==> src/rtl/rau_pkg.sv <==
`default_nettype none
package rau_pkg;
    localparam int DATA_WIDTH = 32;
    localparam int IO_W       = 32;
    localparam int OP_W       = 3;
    localparam int ST_W       = 2;

    localparam logic [OP_W-1:0] OP_REDUCE = 3'd0;
    localparam logic [OP_W-1:0] OP_NEGATE = 3'd1;
    localparam logic [OP_W-1:0] OP_ADD    = 3'd2;
    localparam logic [OP_W-1:0] OP_MUL    = 3'd3;
    localparam logic [OP_W-1:0] OP_DIV    = 3'd4;

    localparam logic [ST_W-1:0] ST_OK       = 2'd0;
    localparam logic [ST_W-1:0] ST_ZERO_DEN = 2'd1;
    localparam logic [ST_W-1:0] ST_RANGE    = 2'd2;
endpackage
`default_nettype wire

==> src/rtl/rau_div.sv <==
`default_nettype none
module rau_div #(
    parameter int DW = rau_pkg::DATA_WIDTH
) (
    input  wire logic                 i_clk,
    input  wire logic                 i_rst_n,
    input  wire logic                 i_start,
    input  wire logic signed [DW-1:0] i_dividend,
    input  wire logic signed [DW-1:0] i_divisor,
    output logic                      o_done,
    output logic signed [DW:0]        o_quo,
    output logic signed [DW-1:0]      o_rem
);
    import rau_pkg::*;

    localparam int CW = $clog2(DW + 1);

    logic          r_busy, r_done, r_qneg, r_rneg;
    logic [CW-1:0] r_cnt;
    logic [DW-1:0] r_rem, r_q, r_dvs;
    logic [DW-1:0] rem_sh;
    logic [DW:0]   diff;
    logic [DW-1:0] dvd_mag, dvs_mag;

    // restoring divide on magnitudes, one quotient bit per cycle
    assign dvd_mag = i_dividend[DW-1] ? DW'(-i_dividend) : DW'(i_dividend);
    assign dvs_mag = i_divisor[DW-1]  ? DW'(-i_divisor)  : DW'(i_divisor);
    assign rem_sh  = {r_rem[DW-2:0], r_q[DW-1]};
    assign diff    = {1'b0, rem_sh} - {1'b0, r_dvs};

    always_ff @(posedge i_clk) begin
        if (!i_rst_n) begin
            r_busy <= 1'b0;
            r_done <= 1'b0;
            r_cnt  <= '0;
        end else begin
            r_done <= 1'b0;
            if (i_start) begin
                r_busy <= 1'b1;
                r_cnt  <= CW'(DW);
            end else if (r_busy) begin
                r_cnt <= r_cnt - 1'b1;
                if (r_cnt == CW'(1)) begin
                    r_busy <= 1'b0;
                    r_done <= 1'b1;
                end
            end
        end
    end

    always_ff @(posedge i_clk) begin
        if (i_start) begin
            r_q    <= dvd_mag;
            r_dvs  <= dvs_mag;
            r_rem  <= '0;
            r_qneg <= i_dividend[DW-1] ^ i_divisor[DW-1];
            r_rneg <= i_dividend[DW-1];
        end else if (r_busy) begin
            r_rem <= diff[DW] ? rem_sh : diff[DW-1:0];
            r_q   <= {r_q[DW-2:0], ~diff[DW]};
        end
    end

    assign o_done = r_done;
    assign o_quo  = r_qneg ? -$signed({1'b0, r_q}) : $signed({1'b0, r_q});
    assign o_rem  = r_rneg ? -$signed(r_rem) : $signed(r_rem);
endmodule
`default_nettype wire

==> src/rtl/rational_arithmetic_unit.sv <==
// Rational arithmetic unit: reduce, negate, add, multiply or divide fractions, each
// operand and the outcome reduced by a truncated-remainder Euclidean GCD. One
// item at a time; the input stalls while an item is worked on, and the next item
// may be taken while a result waits at the output. All division runs on one shared
// restoring divider that yields one bit per cycle. An item runs one to three
// reductions, plus the products between them for add, multiply and divide.
// Status 1 flags a zero denominator, status 2 a value outside DATA_WIDTH signed
// bits; both give 0/0.
`default_nettype none
module rational_arithmetic_unit #(
    parameter int DATA_WIDTH = rau_pkg::DATA_WIDTH
) (
    input  wire logic                      i_clk,
    input  wire logic                      i_rst_n,
    input  wire logic                      i_in_valid,
    output logic                           o_in_stall,
    input  wire logic [rau_pkg::OP_W-1:0]  i_req_type,
    input  wire logic signed [rau_pkg::IO_W-1:0] i_num_a,
    input  wire logic signed [rau_pkg::IO_W-1:0] i_den_a,
    input  wire logic signed [rau_pkg::IO_W-1:0] i_num_b,
    input  wire logic signed [rau_pkg::IO_W-1:0] i_den_b,
    output logic                           o_out_valid,
    input  wire logic                      i_out_stall,
    output logic signed [rau_pkg::IO_W-1:0] o_res_num,
    output logic signed [rau_pkg::IO_W-1:0] o_res_den,
    output logic [rau_pkg::ST_W-1:0]       o_status
);
    import rau_pkg::*;

    localparam int DW = DATA_WIDTH;

    typedef enum logic [8:0] {
        S_IDLE   = 9'b000000001,
        S_RSTART = 9'b000000010,
        S_RMOD   = 9'b000000100,
        S_RDIVP  = 9'b000001000,
        S_RDIVQ  = 9'b000010000,
        S_NEXT   = 9'b000100000,
        S_MUL    = 9'b001000000,
        S_MCHK   = 9'b010000000,
        S_FIN    = 9'b100000000
    } t_state;

    typedef enum logic [1:0] {P_A, P_B, P_C} t_pass;

    t_state r_state, n_state;
    t_pass  r_pass, n_pass;
    logic [OP_W-1:0] r_op, n_op;
    logic [ST_W-1:0] r_st, n_st;
    logic [1:0]      r_slot, n_slot;
    logic signed [DW-1:0] r_bn, n_bn, r_bd, n_bd;
    logic signed [DW-1:0] r_p, n_p, r_q, n_q, r_w, n_w;
    logic signed [DW-1:0] r_rp, n_rp, r_rq, n_rq;
    logic signed [DW-1:0] r_xp, n_xp, r_xq, n_xq, r_yp, n_yp, r_yq, n_yq;
    logic signed [DW-1:0] r_top, n_top, r_bot, n_bot;
    logic signed [DW-1:0] r_rn, n_rn, r_rd, n_rd;
    logic signed [2*DW-1:0] r_prod;
    logic                 r_ov;
    logic [ST_W-1:0]      r_ost;
    logic signed [DW-1:0] r_onum, r_oden;

    logic                 div_start, div_done;
    logic signed [DW-1:0] div_dvd, div_dvs, div_rem;
    logic signed [DW:0]   div_quo;
    logic signed [DW-1:0] mul_a, mul_b;
    logic signed [DW:0]   sum;
    logic                 prod_ovf, quo_ovf, accept, fin_load;

    rau_div #(.DW(DW)) u_div (
        .i_clk      (i_clk),
        .i_rst_n    (i_rst_n),
        .i_start    (div_start),
        .i_dividend (div_dvd),
        .i_divisor  (div_dvs),
        .o_done     (div_done),
        .o_quo      (div_quo),
        .o_rem      (div_rem)
    );

    assign accept   = i_in_valid && (r_state == S_IDLE);
    assign fin_load = (r_state == S_FIN) && (!r_ov || !i_out_stall);
    assign quo_ovf  = div_quo[DW] != div_quo[DW-1];
    assign prod_ovf = !((&r_prod[2*DW-1:DW-1]) || !(|r_prod[2*DW-1:DW-1]));
    assign sum      = {r_top[DW-1], r_top} + {r_prod[DW-1], r_prod[DW-1:0]};

    always_comb begin
        mul_a = r_xq;
        mul_b = r_yq;
        case (r_slot)
            2'd0: begin
                mul_a = r_xp;
                mul_b = (r_op == OP_MUL) ? r_yp : r_yq;
            end
            2'd1: begin
                mul_a = r_xq;
                mul_b = (r_op == OP_DIV) ? r_yp : r_yq;
            end
            default: begin
                mul_a = r_yp;
                mul_b = r_xq;
            end
        endcase
    end

    always_comb begin
        n_state = r_state; n_pass = r_pass; n_op = r_op; n_st = r_st; n_slot = r_slot;
        n_bn = r_bn; n_bd = r_bd; n_p = r_p; n_q = r_q; n_w = r_w;
        n_rp = r_rp; n_rq = r_rq; n_xp = r_xp; n_xq = r_xq; n_yp = r_yp; n_yq = r_yq;
        n_top = r_top; n_bot = r_bot; n_rn = r_rn; n_rd = r_rd;
        div_start = 1'b0;
        div_dvd   = r_p;
        div_dvs   = r_q;
        case (r_state)
            S_IDLE: begin
                if (accept) begin
                    n_op    = i_req_type;
                    n_p     = i_num_a[DW-1:0];
                    n_q     = i_den_a[DW-1:0];
                    n_bn    = i_num_b[DW-1:0];
                    n_bd    = i_den_b[DW-1:0];
                    n_st    = ST_OK;
                    n_pass  = P_A;
                    n_state = S_RSTART;
                end
            end
            S_RSTART: begin
                if (r_q == '0) begin
                    n_st    = ST_ZERO_DEN;
                    n_state = S_FIN;
                end else begin
                    div_start = 1'b1;
                    n_w       = r_q;
                    n_state   = S_RMOD;
                end
            end
            S_RMOD: begin
                if (div_done) begin
                    div_start = 1'b1;
                    if (div_rem == '0) begin
                        div_dvd = r_p;
                        div_dvs = r_w;
                        n_state = S_RDIVP;
                    end else begin
                        div_dvd = r_w;
                        div_dvs = div_rem;
                        n_w     = div_rem;
                    end
                end
            end
            S_RDIVP: begin
                if (div_done) begin
                    if (quo_ovf) begin
                        n_st    = ST_RANGE;
                        n_state = S_FIN;
                    end else begin
                        n_rp      = div_quo[DW-1:0];
                        div_start = 1'b1;
                        div_dvd   = r_q;
                        div_dvs   = r_w;
                        n_state   = S_RDIVQ;
                    end
                end
            end
            S_RDIVQ: begin
                if (div_done) begin
                    if (quo_ovf) begin
                        n_st    = ST_RANGE;
                        n_state = S_FIN;
                    end else begin
                        n_rq    = div_quo[DW-1:0];
                        n_state = S_NEXT;
                    end
                end
            end
            S_NEXT: begin
                n_state = S_FIN;
                case (r_pass)
                    P_A: begin
                        n_xp = r_rp;
                        n_xq = r_rq;
                        n_rn = r_rp;
                        n_rd = r_rq;
                        if (r_op == OP_NEGATE) begin
                            n_rn = -r_rp;
                            if (r_rp == {1'b1, {(DW-1){1'b0}}}) begin
                                n_st = ST_RANGE;
                            end
                        end else if (r_op == OP_ADD || r_op == OP_MUL || r_op == OP_DIV) begin
                            n_p     = r_bn;
                            n_q     = r_bd;
                            n_pass  = P_B;
                            n_state = S_RSTART;
                        end
                    end
                    P_B: begin
                        n_yp    = r_rp;
                        n_yq    = r_rq;
                        n_slot  = 2'd0;
                        n_state = S_MUL;
                    end
                    default: begin
                        n_rn = r_rp;
                        n_rd = r_rq;
                    end
                endcase
            end
            S_MUL: begin
                n_state = S_MCHK;
            end
            S_MCHK: begin
                if (r_slot == 2'd0) begin
                    n_top = r_prod[DW-1:0];
                end else if (r_slot == 2'd1) begin
                    n_bot = r_prod[DW-1:0];
                end
                if (prod_ovf) begin
                    n_st    = ST_RANGE;
                    n_state = S_FIN;
                end else if (r_slot == 2'd0 || (r_slot == 2'd1 && r_op == OP_ADD)) begin
                    n_slot  = r_slot + 2'd1;
                    n_state = S_MUL;
                end else if (r_slot == 2'd1) begin
                    n_p     = r_top;
                    n_q     = r_prod[DW-1:0];
                    n_pass  = P_C;
                    n_state = S_RSTART;
                end else begin
                    // add: numerator sum
                    n_p     = sum[DW-1:0];
                    n_q     = r_bot;
                    n_pass  = P_C;
                    n_state = S_RSTART;
                    if (sum[DW] != sum[DW-1]) begin
                        n_st    = ST_RANGE;
                        n_state = S_FIN;
                    end
                end
            end
            S_FIN: begin
                if (fin_load) begin
                    n_state = S_IDLE;
                end
            end
            default: n_state = S_IDLE;
        endcase
    end

    always_ff @(posedge i_clk) begin
        if (!i_rst_n) begin
            r_state <= S_IDLE;
            r_ov    <= 1'b0;
        end else begin
            r_state <= n_state;
            if (fin_load) begin
                r_ov <= 1'b1;
            end else if (!i_out_stall) begin
                r_ov <= 1'b0;
            end
        end
    end

    always_ff @(posedge i_clk) begin
        r_pass <= n_pass; r_op <= n_op; r_st <= n_st; r_slot <= n_slot;
        r_bn <= n_bn; r_bd <= n_bd; r_p <= n_p; r_q <= n_q; r_w <= n_w;
        r_rp <= n_rp; r_rq <= n_rq; r_xp <= n_xp; r_xq <= n_xq; r_yp <= n_yp; r_yq <= n_yq;
        r_top <= n_top; r_bot <= n_bot; r_rn <= n_rn; r_rd <= n_rd;
        r_prod <= mul_a * mul_b;
        if (fin_load) begin
            r_ost  <= r_st;
            r_onum <= (r_st == ST_OK) ? r_rn : '0;
            r_oden <= (r_st == ST_OK) ? r_rd : '0;
        end
    end

    assign o_in_stall  = r_state != S_IDLE;
    assign o_out_valid = r_ov;
    assign o_status    = r_ost;
    assign o_res_num   = IO_W'(r_onum);
    assign o_res_den   = IO_W'(r_oden);

    a_onehot: assert property (@(posedge i_clk) disable iff (!i_rst_n) $onehot(r_state))
        else $error("state not one-hot");
    a_err_zero: assert property (@(posedge i_clk) disable iff (!i_rst_n)
        o_out_valid && o_status != ST_OK |-> o_res_num == '0 && o_res_den == '0)
        else $error("fault result not 0/0");
    a_ok_den: assert property (@(posedge i_clk) disable iff (!i_rst_n)
        o_out_valid && o_status == ST_OK |-> o_res_den != '0)
        else $error("ok result with zero denominator");
    a_idle_div: assert property (@(posedge i_clk) disable iff (!i_rst_n)
        r_state == S_IDLE || r_state == S_FIN |-> !div_done)
        else $error("divider finished outside a reduction");
endmodule
`default_nettype wire
==> config.mk <==
export PLATFORM = sky130hd
export DESIGN_NAME = rational_arithmetic_unit
export DESIGN_NICKNAME = d
export VERILOG_FILES = /design/src/rtl/rau_pkg.sv /design/src/rtl/rau_div.sv /design/src/rtl/rational_arithmetic_unit.sv
export SDC_FILE = /design/constraint.sdc
export NUM_CORES = 2
export LEC_CHECK = 0
export BUFFER_PORTS_ARGS = -buffer_cell sky130_fd_sc_hd__buf_2
export CORE_UTILIZATION = 35
export DETAILED_ROUTE_END_ITERATION = 8
export PLACE_DENSITY = 0.6
export SLEW_MARGIN = 20
export SYNTH_ARGS = -nofsm -noshare
export SYNTH_HDL_FRONTEND = slang
export SYNTH_SLANG_ARGS = --single-unit
==> constraint.sdc <==
create_clock -name i_clk -period 9.5 [get_ports i_clk]
set_input_delay 1.9 -clock i_clk [delete_from_list [all_inputs] [get_ports i_clk]]
set_output_delay 1.9 -clock i_clk [all_outputs]
set_load 0.01 [all_outputs]
==> results.txt <==
Status = finished with violations
Violated checks = design-rule violations
Slew Limit Headroom = 28.7%
Post-Syn Area per Cell = 10.2 sq um
Max reg flops = 64
Yosys cell types = 89
Fin crit period = 9.27 ns
Share of the synthesized area in the top cell type = 30.8%
# setup viols final = 0
Largest net degree at the start of global routing = 73
Via count = 54400
Critical path's largest stage delay = 0.63 ns
Fmax = 108 MHz
Hold_sp = r_rq[27]
Synthesized-area fraction occupied by xor and xnor cells = 3.43%
Synth area leader = fa_1
PortBufs = 202
Chip width = 451 um
Power Dens Cells = 130 nW/um^2
Die Y = 451 um
Number of global-route vias before repair = 56200
Met1 usage = 34.2%
Syn nets = 8400
R2R Path End = r_prod[57]
Largest family of logic cells by synthesized area = adder cells
Finished Core Util = 41.5%
Seq pwr share = 42.7%
Worst R2R Path Depth = 34
Clk pwr share = 30.6%
Hold Crit Depth = 0
Placement-stage cell area = 79500 sq um
Worst-path maximum fanout = 8
HPWL after DPL = 215000 um
Remaining DRCs = 10
GR Util met2 = 41.5%
Ys Warns = 0
Area grow syn2layout = 17.8%
PnR worst setup slack = 0.233 ns
Post-route cell area = 83000 sq um
Compound-Gate Fraction of Synth Area = 10.4%
Worst setup EP type = register
EDFF count, synth = 621
RSZ-0062 raised after global routing = yes
Layer with the highest usage = met2
Crit start category = register
Most frequent cell on the critical path = fa_1
Vias per Instance = 5.32
Mux cell area share after synthesis = 1.17%
Sinks on Clock Net = 735
Gr usage total = 25.8%
Synth Area in Simple Gates = 12.5%
Flop2flop setup slack = 0.23 ns
Peak VDD IR = 173 uV
Leak = 0.0363 uW
CTS clock-pin slew for the worst setup and hold paths = 0.07 ns
Final GP Congestion = 0.999
Final slew viol count = 0
Antenna Violating Nets Remaining = 0
Clock Latency Late Sink = 0.71 ns
Final Hold Fails = 0
FF-to-FF Start = r_slot[0]
Die area = 203000 sq um
Hold Path End = r_xq[27]
Worst Setup SP = r_slot[0]
Crit path kind = register to register
Antenna violations before repair = 16
Per-cell routed wire length = 25.5 um
Ys async rst share = 0%
FP Rows = 164
Post-synthesis register bit count = 735
Drt first pass iters = 9
Slew @ Worst Pin = 1.07 ns
Reg with most FFs = r_prod
Crit path DAT = 9.90 ns
Cts bufs inserted = 79
Clock Tree Buf Depth = 3
# Max-Cap Violations = 0
CTS Root Cell = clkbuf_16
Setup TNS = 0 ns
Main flop type after synthesis = edfxtp_1
NetSw = 3730 uW
Net Sw Frac = 34.6%
Starting Density = 35.3%
Layout cells sized above 1 = 15.9%
Layout net count = 8980
Total congestion overflow = 0
Final Hold Slack = 0.475 ns
Crit share post-route = 97.5%
I/O pins = 203
Depth of the CTS H-tree = 3
Total Wirelength = 261000 um
Post-Syn Instances = 6924
Global Route met3 Usage = 3.41%
Area contributors post-synth = fa_1 31%, edfxtp_1 26%, inv_1 5.6%, ha_1 4.6%, nand2_1 4.2%
Synth cell count leaders = 1084 x fa_1, 1046 x inv_1, 792 x nand2_1
Synth Area in Adders = 35.4%
CTS tree = yes
Cell Area, Synth = 70500 sq um
Starting DRT DRC Count = 5174
Combinational share of power = 26.8%
Sequential share of the synthesized area = 29.7%
Max stage delay cell, worst path = fa_1
CP required = 10.13 ns
HP Class = register to register
P_int = 7050 uW
Most numerous cell in the Yosys netlist = fa_1
Clock skew = 0.0438 ns
Place WS = -0.518 ns
Wire length of the first global-routing pass = 383000 um
CORE AREA = 200000 sq um
worst max-delay path by stage:
stage                  to  slack, ns
2_1_floorplan  r_prod[57]       0.22
3_3_place_gp   r_prod[63]      -0.61
3_5_place_dp   r_prod[63]      -0.52
4_1_cts        r_prod[57]       0.02
5_1_grt        r_prod[62]      -0.07
6_report       r_prod[57]       0.23
per-layer routing:
layer | vias to the layer above | wire length [um]
met5 | - | 30
met3 | 510 | 17500
li1 | 23700 | -
met1 | 27800 | 107000
met2 | 2416 | 122000
met4 | 4 | 14500
logic make-up after synthesis:
kind of cell / count (synthesis)
and+or+nand+nor: 1989
buffers and inverters: 1393
adders and majority gates: 1341
AOI/OAI and AO/OA: 1112
DFF: 735
xor gates and xnor gates: 276
muxes: 78
worst max-delay path: cells and delay by family (launching register included):
family	cells	cell delay, ns
simple gates	7	1.12
compound gates	7	1.90
xor+xnor	1	0.15
buf+inv	9	1.13
flops	1	0.42
fa+ha+maj	10	4.47
power groups by stage:
stage / registers [uW] / clock network [uW] / logic, uW
floorplan: 4340 / 0 / 2110
global route: 4620 / 3470 / 3150
global placement: 4640 / 0 / 2790
detailed placement: 4640 / 0 / 2820
CTS: 4580 / 3350 / 2840
finish: 4600 / 3290 / 2890
area by class of cell:
class / count / area [sq um]
multi-input combinational: 4796 / 45000
sequential: 735 / 20900
fill: 19300 / 117000
clock inverter: 39 / 582
inverter: 1052 / 3950
timing repair buffer: 840 / 6960
clock buffer: 106 / 2180
antenna: 2 / 5.00
tap: 2656 / 3320
layout by cell type, fill, tap and decap left out, types with 19 or more instances in the layout:
cell type / instances
xor2_1: 90
a22oi_1: 40
buf_12: 90
nor4_1: 42
or2_2: 36
or3_1: 19
and2_1: 114
xnor2_1: 186
clkbuf_16: 81
buf_4: 541
a31oi_1: 40
buf_2: 202
nor2_1: 696
o31ai_1: 32
o21ai_0: 202
nand2b_1: 60
mux2i_1: 43
a221oi_1: 20
ha_1: 255
a211oi_1: 20
a211o_1: 21
nand3_1: 42
fa_1: 1073
o21a_1: 29
dfxtp_1: 113
edfxtp_1: 621
a21oi_1: 279
nand2_1: 791
mux2_2: 35
nand4_1: 34
inv_1: 1042
nor3_1: 37
a22o_1: 81
a21oi_2: 23
a21o_1: 114
timing repair:
item / in CTS / in global routing
pin swaps: 4 / 15
setup endpoints to repair: 11 / 11
hold buffers: 0 / 0
setup buffers: 10 / 18
resized for setup: 27 / 75
metrics by stage:
stage	total power (uW)	std cells
5_1_grt	11200	10200
4_1_cts	10800	10200
6_report	10800	10200
3_5_place_dp	7460	10100
2_1_floorplan	6450	6924
3_3_place_gp	7430	10100
Note: power is estimated with default switching activity, not from simulation.
